$ cat src/rtl/jsu_pkg.sv
// ----------------------------------------------------------------------------
// jsu_pkg
// Shared types, codes and character helpers for the JSON string unescaper.
// ----------------------------------------------------------------------------
package jsu_pkg;

   localparam int RSP_DEPTH = 4;   // result queue entries, power of two, >= 2

   typedef enum logic [2:0] {
      PH_LEAD = 3'd0,
      PH_BODY = 3'd1,
      PH_ESC  = 3'd2,
      PH_U0   = 3'd3,
      PH_U1   = 3'd4,
      PH_U2   = 3'd5,
      PH_U3   = 3'd6
   } phase_type;

   typedef enum logic [1:0] {
      KIND_BYTE   = 2'd0,
      KIND_DONE   = 2'd1,
      KIND_SYNTAX = 2'd2,
      KIND_UNIMPL = 2'd3
   } kind_type;

   localparam logic [7:0] CH_QUOTE  = 8'h22;
   localparam logic [7:0] CH_BSLASH = 8'h5C;
   localparam logic [7:0] CH_SLASH  = 8'h2F;
   localparam logic [7:0] CH_U      = 8'h75;
   localparam logic [7:0] CH_ZERO   = 8'h30;
   localparam logic [7:0] CH_NINE   = 8'h39;
   localparam logic [7:0] CH_LA     = 8'h61;
   localparam logic [7:0] CH_LF_HEX = 8'h66;
   localparam logic [7:0] CH_SPACE  = 8'h20;
   localparam logic [7:0] CH_TAB    = 8'h09;
   localparam logic [7:0] CH_NL     = 8'h0A;
   localparam logic [7:0] CH_CR     = 8'h0D;

   typedef struct packed {
      logic [7:0] data;
      kind_type   kind;
      logic       last;
   } result_type;

   typedef struct packed {
      logic [1:0] count;      // results caused by this beat, 0..2
      result_type res0;
      result_type res1;
      phase_type  phase;
      logic [3:0] nibble;
   } decode_type;

   function automatic logic is_hex(input logic [7:0] c);
      logic [7:0] lc;
      lc = c | 8'h20;
      return (c >= CH_ZERO && c <= CH_NINE) || (lc >= CH_LA && lc <= CH_LF_HEX);
   endfunction

   function automatic logic [3:0] hex_value(input logic [7:0] c);
      logic [7:0] v;
      if (c <= CH_NINE) begin
         v = c - CH_ZERO;
      end else begin
         v = (c | 8'h20) - CH_LA + 8'd10;
      end
      return v[3:0];
   endfunction

endpackage

$ cat src/rtl/json_string_unescaper.sv
// ----------------------------------------------------------------------------
// json_string_unescaper
// Decodes one JSON string from a byte stream, one raw byte per cycle while the result queue has room.
// ----------------------------------------------------------------------------
//  channel  | direction | handshake             | payload
//  req      | in        | req_valid / req_ready | req_in_byte, req_in_last
//  rsp      | out       | rsp_valid / rsp_ready | rsp_out_byte, rsp_out_kind, rsp_out_last
//
//  One raw byte per cycle while the queue has room; a byte passes through
//  the input register, then is decoded into the result queue, from which
//  its results leave as output beats.
//  A byte that causes two results gives them on separate output beats; the queue
//  absorbs this so input keeps flowing while results drain.
//  Reset returns to the leading-whitespace phase and empties both stages.
//  Input stalls only when the queue lacks room for two results.
// ----------------------------------------------------------------------------
module json_string_unescaper #(
   parameter int RSP_DEPTH = jsu_pkg::RSP_DEPTH
) (
   input  logic       clock,
   input  logic       reset,
   input  logic       req_valid,
   output logic       req_ready,
   input  logic [7:0] req_in_byte,
   input  logic       req_in_last,
   output logic       rsp_valid,
   input  logic       rsp_ready,
   output logic [7:0] rsp_out_byte,
   output logic [1:0] rsp_out_kind,
   output logic       rsp_out_last
);

   logic               in_valid_ff, in_valid_in;
   logic [7:0]         in_byte_ff;
   logic               in_last_ff;
   jsu_pkg::phase_type phase_ff, phase_in;
   logic [3:0]         nibble_ff, nibble_in;
   jsu_pkg::decode_type dec;
   jsu_pkg::result_type out_res;
   logic               room;
   logic               advance;
   logic [1:0]         push_count;

   assign advance    = in_valid_ff && room;
   assign req_ready  = !in_valid_ff || advance;
   assign push_count = advance ? dec.count : 2'd0;

   jsu_decode u_decode (
      .phase   (phase_ff),
      .nibble  (nibble_ff),
      .in_byte (in_byte_ff),
      .in_last (in_last_ff),
      .dec     (dec)
   );

   jsu_rsp_fifo #(
      .DEPTH (RSP_DEPTH)
   ) u_rsp_fifo (
      .clock      (clock),
      .reset      (reset),
      .push_count (push_count),
      .push0      (dec.res0),
      .push1      (dec.res1),
      .room       (room),
      .out_valid  (rsp_valid),
      .out_ready  (rsp_ready),
      .out_res    (out_res)
   );

   assign rsp_out_byte = out_res.data;
   assign rsp_out_kind = out_res.kind;
   assign rsp_out_last = out_res.last;

   always_comb begin
      in_valid_in = req_ready ? req_valid : in_valid_ff;
      phase_in    = advance ? dec.phase : phase_ff;
      nibble_in   = advance ? dec.nibble : nibble_ff;
   end

   always_ff @(posedge clock) begin
      if (reset) begin
         in_valid_ff <= 1'b0;
         phase_ff    <= jsu_pkg::PH_LEAD;
         nibble_ff   <= 4'h0;
      end else begin
         in_valid_ff <= in_valid_in;
         phase_ff    <= phase_in;
         nibble_ff   <= nibble_in;
      end
   end

   always_ff @(posedge clock) begin
      if (req_valid && req_ready) begin
         in_byte_ff <= req_in_byte;
         in_last_ff <= req_in_last;
      end
   end

   // ---- assertions ----
   a_status_no_data: assert property (@(posedge clock) disable iff (reset)
      rsp_valid && (rsp_out_kind != jsu_pkg::KIND_BYTE) |-> rsp_out_byte == 8'h00)
      else $error("status result carries nonzero byte");

   a_end_to_lead: assert property (@(posedge clock) disable iff (reset)
      advance && (dec.count != 2'd0) && (dec.res0.kind != jsu_pkg::KIND_BYTE)
      |=> phase_ff == jsu_pkg::PH_LEAD)
      else $error("phase not back to leading after completion or error");

   a_pair_tail: assert property (@(posedge clock) disable iff (reset)
      advance && (dec.count == 2'd2)
      |-> !dec.res0.last && dec.res1.last && (dec.res1.kind == jsu_pkg::KIND_SYNTAX))
      else $error("two-result beat not ended by syntax error");

   a_last_ends: assert property (@(posedge clock) disable iff (reset)
      advance && in_last_ff |=> phase_ff == jsu_pkg::PH_LEAD)
      else $error("phase left open after final input byte");

endmodule

$ cat src/rtl/jsu_decode.sv
// ----------------------------------------------------------------------------
// jsu_decode
// Per-byte phase update and result generation (up to two results per byte).
// ----------------------------------------------------------------------------
module jsu_decode (
   input  jsu_pkg::phase_type  phase,
   input  logic [3:0]          nibble,
   input  logic [7:0]          in_byte,
   input  logic                in_last,
   output jsu_pkg::decode_type dec
);

   jsu_pkg::phase_type ph_n;
   logic [3:0]         nib_n;
   logic               has0;
   jsu_pkg::kind_type  k0;
   logic [7:0]         b0;
   logic               ended;
   logic               tail;
   jsu_pkg::result_type r0;
   jsu_pkg::result_type rt;

   always_comb begin
      ph_n  = phase;
      nib_n = nibble;
      has0  = 1'b0;
      k0    = jsu_pkg::KIND_BYTE;
      b0    = 8'h00;
      ended = 1'b0;
      case (phase)
         jsu_pkg::PH_BODY: begin
            if (in_byte == jsu_pkg::CH_QUOTE) begin
               has0  = 1'b1;
               k0    = jsu_pkg::KIND_DONE;
               ended = 1'b1;
            end else if (in_byte == jsu_pkg::CH_BSLASH) begin
               ph_n = jsu_pkg::PH_ESC;
            end else begin
               has0 = 1'b1;
               b0   = in_byte;
            end
         end
         jsu_pkg::PH_ESC: begin
            has0 = 1'b1;
            ph_n = jsu_pkg::PH_BODY;
            case (in_byte)
               jsu_pkg::CH_U: begin
                  has0 = 1'b0;
                  ph_n = jsu_pkg::PH_U0;
               end
               jsu_pkg::CH_QUOTE:  b0 = jsu_pkg::CH_QUOTE;
               jsu_pkg::CH_BSLASH: b0 = jsu_pkg::CH_BSLASH;
               jsu_pkg::CH_SLASH:  b0 = jsu_pkg::CH_SLASH;
               8'h62:              b0 = 8'h08;   // b
               8'h66:              b0 = 8'h0C;   // f
               8'h6E:              b0 = 8'h0A;   // n
               8'h72:              b0 = 8'h0D;   // r
               8'h74:              b0 = 8'h09;   // t
               default: begin
                  k0    = jsu_pkg::KIND_SYNTAX;
                  ended = 1'b1;
               end
            endcase
         end
         jsu_pkg::PH_U0, jsu_pkg::PH_U1: begin
            if (in_byte == jsu_pkg::CH_ZERO) begin
               ph_n = (phase == jsu_pkg::PH_U0) ? jsu_pkg::PH_U1 : jsu_pkg::PH_U2;
            end else begin
               has0  = 1'b1;
               k0    = jsu_pkg::KIND_UNIMPL;
               ended = 1'b1;
            end
         end
         jsu_pkg::PH_U2: begin
            if (jsu_pkg::is_hex(in_byte)) begin
               nib_n = jsu_pkg::hex_value(in_byte);
               ph_n  = jsu_pkg::PH_U3;
            end else begin
               has0  = 1'b1;
               k0    = jsu_pkg::KIND_SYNTAX;
               ended = 1'b1;
            end
         end
         jsu_pkg::PH_U3: begin
            has0 = 1'b1;
            if (jsu_pkg::is_hex(in_byte)) begin
               b0   = {nibble, jsu_pkg::hex_value(in_byte)};
               ph_n = jsu_pkg::PH_BODY;
            end else begin
               k0    = jsu_pkg::KIND_SYNTAX;
               ended = 1'b1;
            end
         end
         default: begin
            // leading phase; unused code 7 behaves the same
            if (in_byte == jsu_pkg::CH_SPACE || in_byte == jsu_pkg::CH_TAB ||
                in_byte == jsu_pkg::CH_NL || in_byte == jsu_pkg::CH_CR) begin
               if (in_last) begin
                  has0  = 1'b1;
                  k0    = jsu_pkg::KIND_SYNTAX;
                  ended = 1'b1;
               end
            end else if (in_byte == jsu_pkg::CH_QUOTE) begin
               ph_n = jsu_pkg::PH_BODY;
            end else begin
               has0  = 1'b1;
               k0    = jsu_pkg::KIND_SYNTAX;
               ended = 1'b1;
            end
         end
      endcase

      // input ran out while still inside the string
      tail = !ended && in_last && (ph_n != jsu_pkg::PH_LEAD);
      if (ended || tail) begin
         ph_n  = jsu_pkg::PH_LEAD;
         nib_n = 4'h0;
      end

      r0.data = b0;
      r0.kind = k0;
      r0.last = !tail;
      rt.data = 8'h00;
      rt.kind = jsu_pkg::KIND_SYNTAX;
      rt.last = 1'b1;

      dec.count  = {1'b0, has0} + {1'b0, tail};
      dec.res0   = has0 ? r0 : rt;
      dec.res1   = rt;
      dec.phase  = ph_n;
      dec.nibble = nib_n;
   end

endmodule

$ cat src/rtl/jsu_rsp_fifo.sv
// ----------------------------------------------------------------------------
// jsu_rsp_fifo
// Result queue: takes zero, one or two results per cycle, gives one per beat.
// ----------------------------------------------------------------------------
module jsu_rsp_fifo #(
   parameter int DEPTH = jsu_pkg::RSP_DEPTH
) (
   input  logic                clock,
   input  logic                reset,
   input  logic [1:0]          push_count,
   input  jsu_pkg::result_type push0,
   input  jsu_pkg::result_type push1,
   output logic                room,       // space for two more results
   output logic                out_valid,
   input  logic                out_ready,
   output jsu_pkg::result_type out_res
);

   localparam int PW = (DEPTH > 1) ? $clog2(DEPTH) : 1;
   localparam int CW = $clog2(DEPTH + 1);

   jsu_pkg::result_type mem_ff [DEPTH];
   logic [PW-1:0] wr_ptr_ff, wr_ptr_in;
   logic [PW-1:0] rd_ptr_ff, rd_ptr_in;
   logic [CW-1:0] count_ff, count_in;
   logic [PW-1:0] wr_next;
   logic          pop;

   assign pop       = out_valid && out_ready;
   assign out_valid = (count_ff != '0);
   assign out_res   = mem_ff[rd_ptr_ff];
   assign room      = (count_ff <= CW'(DEPTH - 2));
   assign wr_next   = wr_ptr_ff + PW'(1);

   always_comb begin
      wr_ptr_in = wr_ptr_ff + PW'(push_count);
      rd_ptr_in = rd_ptr_ff + PW'(pop);
      count_in  = count_ff + CW'(push_count) - CW'(pop);
   end

   always_ff @(posedge clock) begin
      if (reset) begin
         wr_ptr_ff <= '0;
         rd_ptr_ff <= '0;
         count_ff  <= '0;
      end else begin
         wr_ptr_ff <= wr_ptr_in;
         rd_ptr_ff <= rd_ptr_in;
         count_ff  <= count_in;
      end
   end

   always_ff @(posedge clock) begin
      if (push_count != 2'd0) begin
         mem_ff[wr_ptr_ff] <= push0;
      end
      if (push_count == 2'd2) begin
         mem_ff[wr_next] <= push1;
      end
   end

endmodule
$ cat config.mk
export PLATFORM = sky130hd
export DESIGN_NAME = json_string_unescaper
export DESIGN_NICKNAME = d
export VERILOG_FILES = /design/src/rtl/jsu_pkg.sv /design/src/rtl/json_string_unescaper.sv /design/src/rtl/jsu_decode.sv /design/src/rtl/jsu_rsp_fifo.sv
export SDC_FILE = /design/constraint.sdc
export NUM_CORES = 1
export LEC_CHECK = 0
export BUFFER_PORTS_ARGS = -buffer_cell sky130_fd_sc_hd__buf_2
export CAP_MARGIN = 10
export CORE_MARGIN = 1
export CORE_UTILIZATION = 45
export CTS_CLUSTER_DIAMETER = 80
export DETAILED_ROUTE_END_ITERATION = 6
export HOLD_SLACK_MARGIN = 0.05
export MAX_ROUTING_LAYER = met4
export SLEW_MARGIN = 15
export SYNTH_ARGS = -nofsm -noshare
export SYNTH_HDL_FRONTEND = slang
export SYNTH_SLANG_ARGS = --single-unit
$ cat constraint.sdc
create_clock -name clock -period 4.6 [get_ports clock]
set_clock_uncertainty 0.1 [all_clocks]
set_input_delay 1.38 -clock clock [delete_from_list [all_inputs] [get_ports clock]]
set_output_delay 1.38 -clock clock [all_outputs]
set_load 0.05 [all_outputs]
==> results.md <==
Logic synthesis:
- The synthesized net count is 454.
- The primary flip-flop cell chosen by synthesis mapping is sky130_fd_sc_hd__dfxtp_1.
- The gate count after technology mapping is 430.
- The number of synthesis warnings is 0.
- The post-synthesis register bit count is 68.
- The cell area after synthesis is 0.00388 mm^2.
- The share of synthesized flip-flops with an asynchronous set or reset is 0.
- The number of flops mapped to enable cells by yosys is 9.
- The share of the Yosys chip area taken by registers is 0.374.
- The distinct cell type count after synthesis is 74.
- The average footprint of a synthesized cell is 9.02 um^2.

Global route:
- Entering global routing, the biggest net connects 18 pins.
- The first global-routing pass estimated approximately 16000 um of wire.
- The initial antenna violation count is 0.
- The number of global-route vias before repair is roughly 3.1k.
- Across every metal layer, demand over resource in global routing totals 0.238.
- The final global-route overflow total is 0.

Routing:
- The first TritonRoute pass finished after 5 iterations.
- Once detail routing completed, the nets flagged for antenna violations numbered 0.
- After detailed routing, the number of vias per cell comes to approximately 6.
- The overall via count from detail_route is about 3.4k.
- The average detailed-routed wire length per instance is 17.5 um.
- The final layout contains routed wiring with a total length of 9810 um.
- The total DRC errors in the routed layout is 0.
- The first routing iteration left 148 violations.

Clock network:
- At the later pin of the worst-skew pair, clock insertion delay measures ~0.34 ns.
- After clock tree synthesis, the clock-pin slew on the worst setup and hold paths is 0.08 ns.
- The H-tree generated during clock tree synthesis spans 3 levels.
- The count of clock tree sinks is between 60 and 70.
- CTS placed an instance of sky130_fd_sc_hd__clkbuf_8 at the clock tree root.
- TritonCTS built the clock tree.
- The clock tree buffer depth is 2.
- The number of clock buffers added by TritonCTS is 9.

Finish:
- The fraction of final layout cells sized beyond drive strength 1 is 0.158.
- The area growth from synthesis to layout is 10.4%.
- The final net count is 476.
- For this run, the number of standard cells in the final layout without fillers is approximately 560.
- The area used by multi-input combinational logic is 0.00229 mm^2.
- Leaving out fill and tap cells, the most frequent cells in the layout are 69 x sky130_fd_sc_hd__nor2_1, 59 x sky130_fd_sc_hd__dfxtp_1, 29 x sky130_fd_sc_hd__a211oi_1, 25 x sky130_fd_sc_hd__buf_2, 22 x sky130_fd_sc_hd__o21ai_0.
- Leaving out fill and tap cells, the most frequent cell in the layout is sky130_fd_sc_hd__nor2_1.
- 0 antenna diodes ended up in the layout.
- The layout has 826 filler cells.
- The flip-flop and latch area is 0.00145 mm^2.

Worst hold path:
- The tightest min-delay check is of the register to register type.

Power:
- The maximum VDD drop is 0.000181 V.
- Dividing total power by cell area gives a power density of 482 mW/mm^2.
- The leakage component of the power is 1.52 nW.

Floorplanning:
- The width of the die is about 95 um.
- Measured along the y axis, the die boundary spans 94.9 um.
- The core outline area is between 0.008 and 0.009 mm^2.
- The die covers about 0.0090 mm^2.
- The initial utilization of the core area, before any placement, comes to 0.468.
- Row generation in the floorplan step produced 33 rows.
- The number of I/O pins is 26.

Worst setup path:
- The worst setup path is launched from a register.
- The largest incremental delay on the critical path is 0.53 ns.
- The count of buffer and inverter cells on the critical path is 2.
- Walking the worst path, the cells encountered are inv_1 -> ha_1 -> nand4bb_1 -> nor2_4 -> or2_2 -> nor4_1 -> or2_1 -> nor2_1 -> ha_1 -> and3_1 -> ha_1 -> inv_1 -> fa_1 -> xnor2_1 -> xnor2_1 -> nor2_1.
- The kind of capture point of the worst setup path is a register.
- The cell class contributing the biggest share of worst-path delay is simple AND/OR/NAND/NOR gates.
- Among all stages on the critical path, the largest delay is contributed by sky130_fd_sc_hd__nor4_1.
- The worst setup path is of the register to register kind.
- The most numerous cell type found on the critical path is sky130_fd_sc_hd__ha_1.
- Along the worst path, the maximum fanout reaches 9.
- The data required time at the worst endpoint is 4.72 ns.
- The data arrival time of the critical path is 4.26 ns.

Timing:
- The worst slew margin relative to its limit is 0.374.
- The setup violation total in the final timing report is 0.
- The smallest clock period supported by the final layout is computed as about 4.1 ns.
- For this run, the top clock speed supported by timing is 242 MHz.
- The count of endpoints failing hold in the final timing report is 0.
- Setup repair after global routing left no endpoint under its margin.
- The total negative setup slack is 0 ns.
- Of the available clock period, the critical path in the final layout requires 0.900.
- The number of max-slew violations in the final report is 0.
- The actual slew at the worst max-slew pin is between 0.9 and 1 ns.

Place:
- At the end of routability-driven placement, the weighted congestion stood at a little over 0.9.
- The HPWL after detailed placement is between 7000 and 8000 um.
- Port buffering added 25 buffers.
- After detailed placement, the design holds a cell count of 546.

Outcome:
- The flow ran to the end, and the final reports show no timing, DRC or antenna violations.

Flow run:
- The max capacitance violation total is 0.
layout make-up:
cell class	count	area share
Clock inverter	4	0.00555
Tap cell	105	0.0307
Sequential cell	68	0.339
Multi-Input combinational cell	326	0.534
Inverter	13	0.0114
Timing Repair Buffer	34	0.0450
Clock buffer	12	0.0339
worst reg2reg max path, stage by stage, from the launching register on:
cell and delay, ns:
sky130_fd_sc_hd__edfxtp_1 0.46, sky130_fd_sc_hd__inv_1 0.16, sky130_fd_sc_hd__ha_1 0.28, sky130_fd_sc_hd__nand4bb_1 0.21, sky130_fd_sc_hd__nor2_4 0.09, sky130_fd_sc_hd__or2_2 0.33
sky130_fd_sc_hd__nor4_1 0.53, sky130_fd_sc_hd__or2_1 0.22, sky130_fd_sc_hd__nor2_1 0.06, sky130_fd_sc_hd__ha_1 0.41, sky130_fd_sc_hd__and3_1 0.24, sky130_fd_sc_hd__ha_1 0.15
sky130_fd_sc_hd__inv_1 0.04, sky130_fd_sc_hd__fa_1 0.37, sky130_fd_sc_hd__xnor2_1 0.18, sky130_fd_sc_hd__xnor2_1 0.15, sky130_fd_sc_hd__nor2_1 0.05
where the power goes:
group / leakage, nW / internal (W) / switching (W)
clock network: 0.0867 / 0.000210 / 0.000231
logic: 0.859 / 0.000299 / 0.000437
registers: 0.574 / 0.000757 / 0.000132
cell usage after synthesis (2+ instances only):
cell type / number / area, um^2
sky130_fd_sc_hd__a221oi_1: 3 / 26.3
sky130_fd_sc_hd__a211o_1: 2 / 17.5
sky130_fd_sc_hd__or2_2: 3 / 18.8
sky130_fd_sc_hd__buf_4: 2 / 15.0
sky130_fd_sc_hd__or4b_1: 2 / 20.0
sky130_fd_sc_hd__a2bb2oi_1: 3 / 26.3
sky130_fd_sc_hd__a222oi_1: 2 / 20.0
sky130_fd_sc_hd__a21oi_1: 20 / 100
sky130_fd_sc_hd__o21bai_1: 2 / 15.0
sky130_fd_sc_hd__o221ai_1: 3 / 26.3
sky130_fd_sc_hd__xnor2_1: 6 / 52.6
sky130_fd_sc_hd__nand2b_1: 5 / 31.3
sky130_fd_sc_hd__o21ai_0: 22 / 110
sky130_fd_sc_hd__buf_2: 3 / 15.0
sky130_fd_sc_hd__nand3_1: 2 / 10.0
sky130_fd_sc_hd__mux4_2: 11 / 248
sky130_fd_sc_hd__nand4b_1: 3 / 26.3
sky130_fd_sc_hd__and3_1: 5 / 31.3
sky130_fd_sc_hd__nor2_1: 70 / 263
sky130_fd_sc_hd__nand3b_1: 3 / 22.5
sky130_fd_sc_hd__edfxtp_1: 9 / 270
sky130_fd_sc_hd__o2bb2ai_1: 5 / 43.8
sky130_fd_sc_hd__a32oi_1: 2 / 17.5
sky130_fd_sc_hd__a21o_1: 5 / 37.5
sky130_fd_sc_hd__dfxtp_1: 59 / 1180
sky130_fd_sc_hd__a211oi_1: 29 / 218
sky130_fd_sc_hd__nor3_1: 17 / 85.1
sky130_fd_sc_hd__inv_1: 13 / 48.8
sky130_fd_sc_hd__o211ai_1: 2 / 15.0
sky130_fd_sc_hd__nand2_1: 19 / 71.3
sky130_fd_sc_hd__a31oi_1: 5 / 31.3
sky130_fd_sc_hd__or3_1: 4 / 25.0
sky130_fd_sc_hd__ha_1: 10 / 125
sky130_fd_sc_hd__clkbuf_1: 15 / 56.3
sky130_fd_sc_hd__and2_1: 4 / 25.0
sky130_fd_sc_hd__nand4bb_1: 3 / 33.8
sky130_fd_sc_hd__mux2i_1: 10 / 100
sky130_fd_sc_hd__buf_1: 2 / 7.51
sky130_fd_sc_hd__nor2b_1: 10 / 62.6
stage by stage:
stage	total power (W)	hold slack [ns]	instance area (um^2)	setup WS, ns	util
final	0.00206	0.366	4280	0.459	0.516
after detailed placement	0.00164	0.344	4100	0.268	0.494
after CTS	0.00208	0.364	4270	0.266	0.515
after global placement	0.00162	0.351	4100	0.484	0.494
after floorplan	0.00148	0.327	3880	0.737	-
after global routing	0.00219	0.388	4280	0.118	0.516
routing by layer:
| metal | vias to the layer above | wire length, um | track usage |
|---|---|---|---|
| met1 | 1619 | 4600 | 0.308 |
| met5 | - | 0 | - |
| li1 | 1665 | - | - |
| met4 | 0 | 173 | 0.0808 |
| met3 | 18 | 448 | 0.0419 |
| met2 | 104 | 4580 | 0.374 |
cells by family after synthesis:
group                    after synthesis  share of synthesized area
AO/OA/AOI/OAI                        124                      0.223
XOR/XNOR                               7                     0.0158
AND/OR/NAND/NOR                      163                      0.221
multiplexers                          21                     0.0897
buffers and inverters                 36                     0.0397
flip-flops                            68                      0.374
adder cells (fa/ha/maj)               11                     0.0374
worst paths after layout:
kind	startpoint	end	slack [ns]	depth (start not counted)
worst max-delay path	in_byte_ff[0]	u_rsp_fifo.count_ff[2]	0.46	16
worst min-delay path	u_rsp_fifo.mem_ff[2][2]	u_rsp_fifo.mem_ff[2][2]	0.37	2
worst max register to register	in_byte_ff[0]	u_rsp_fifo.count_ff[2]	0.46	16
worst min register to register	u_rsp_fifo.mem_ff[2][2]	u_rsp_fifo.mem_ff[2][2]	0.37	2
state kept, by name, indices dropped and copies added (netlist names):
register              flops
u_rsp_fifo.count_ff       3
u_rsp_fifo.wr_ptr_ff      2
u_rsp_fifo.mem_ff        44
nibble_ff                 4
in_valid_ff               1
u_rsp_fifo.rd_ptr_ff      2
in_last_ff                1
in_byte_ff                8
phase_ff                  3
repair_timing:
item	CTS	global route
endpoints found under the setup margin	0	18
hold buffers	0	0
resized for setup	0	2
setup buffers	0	0
(Power assumes the default switching activity.)
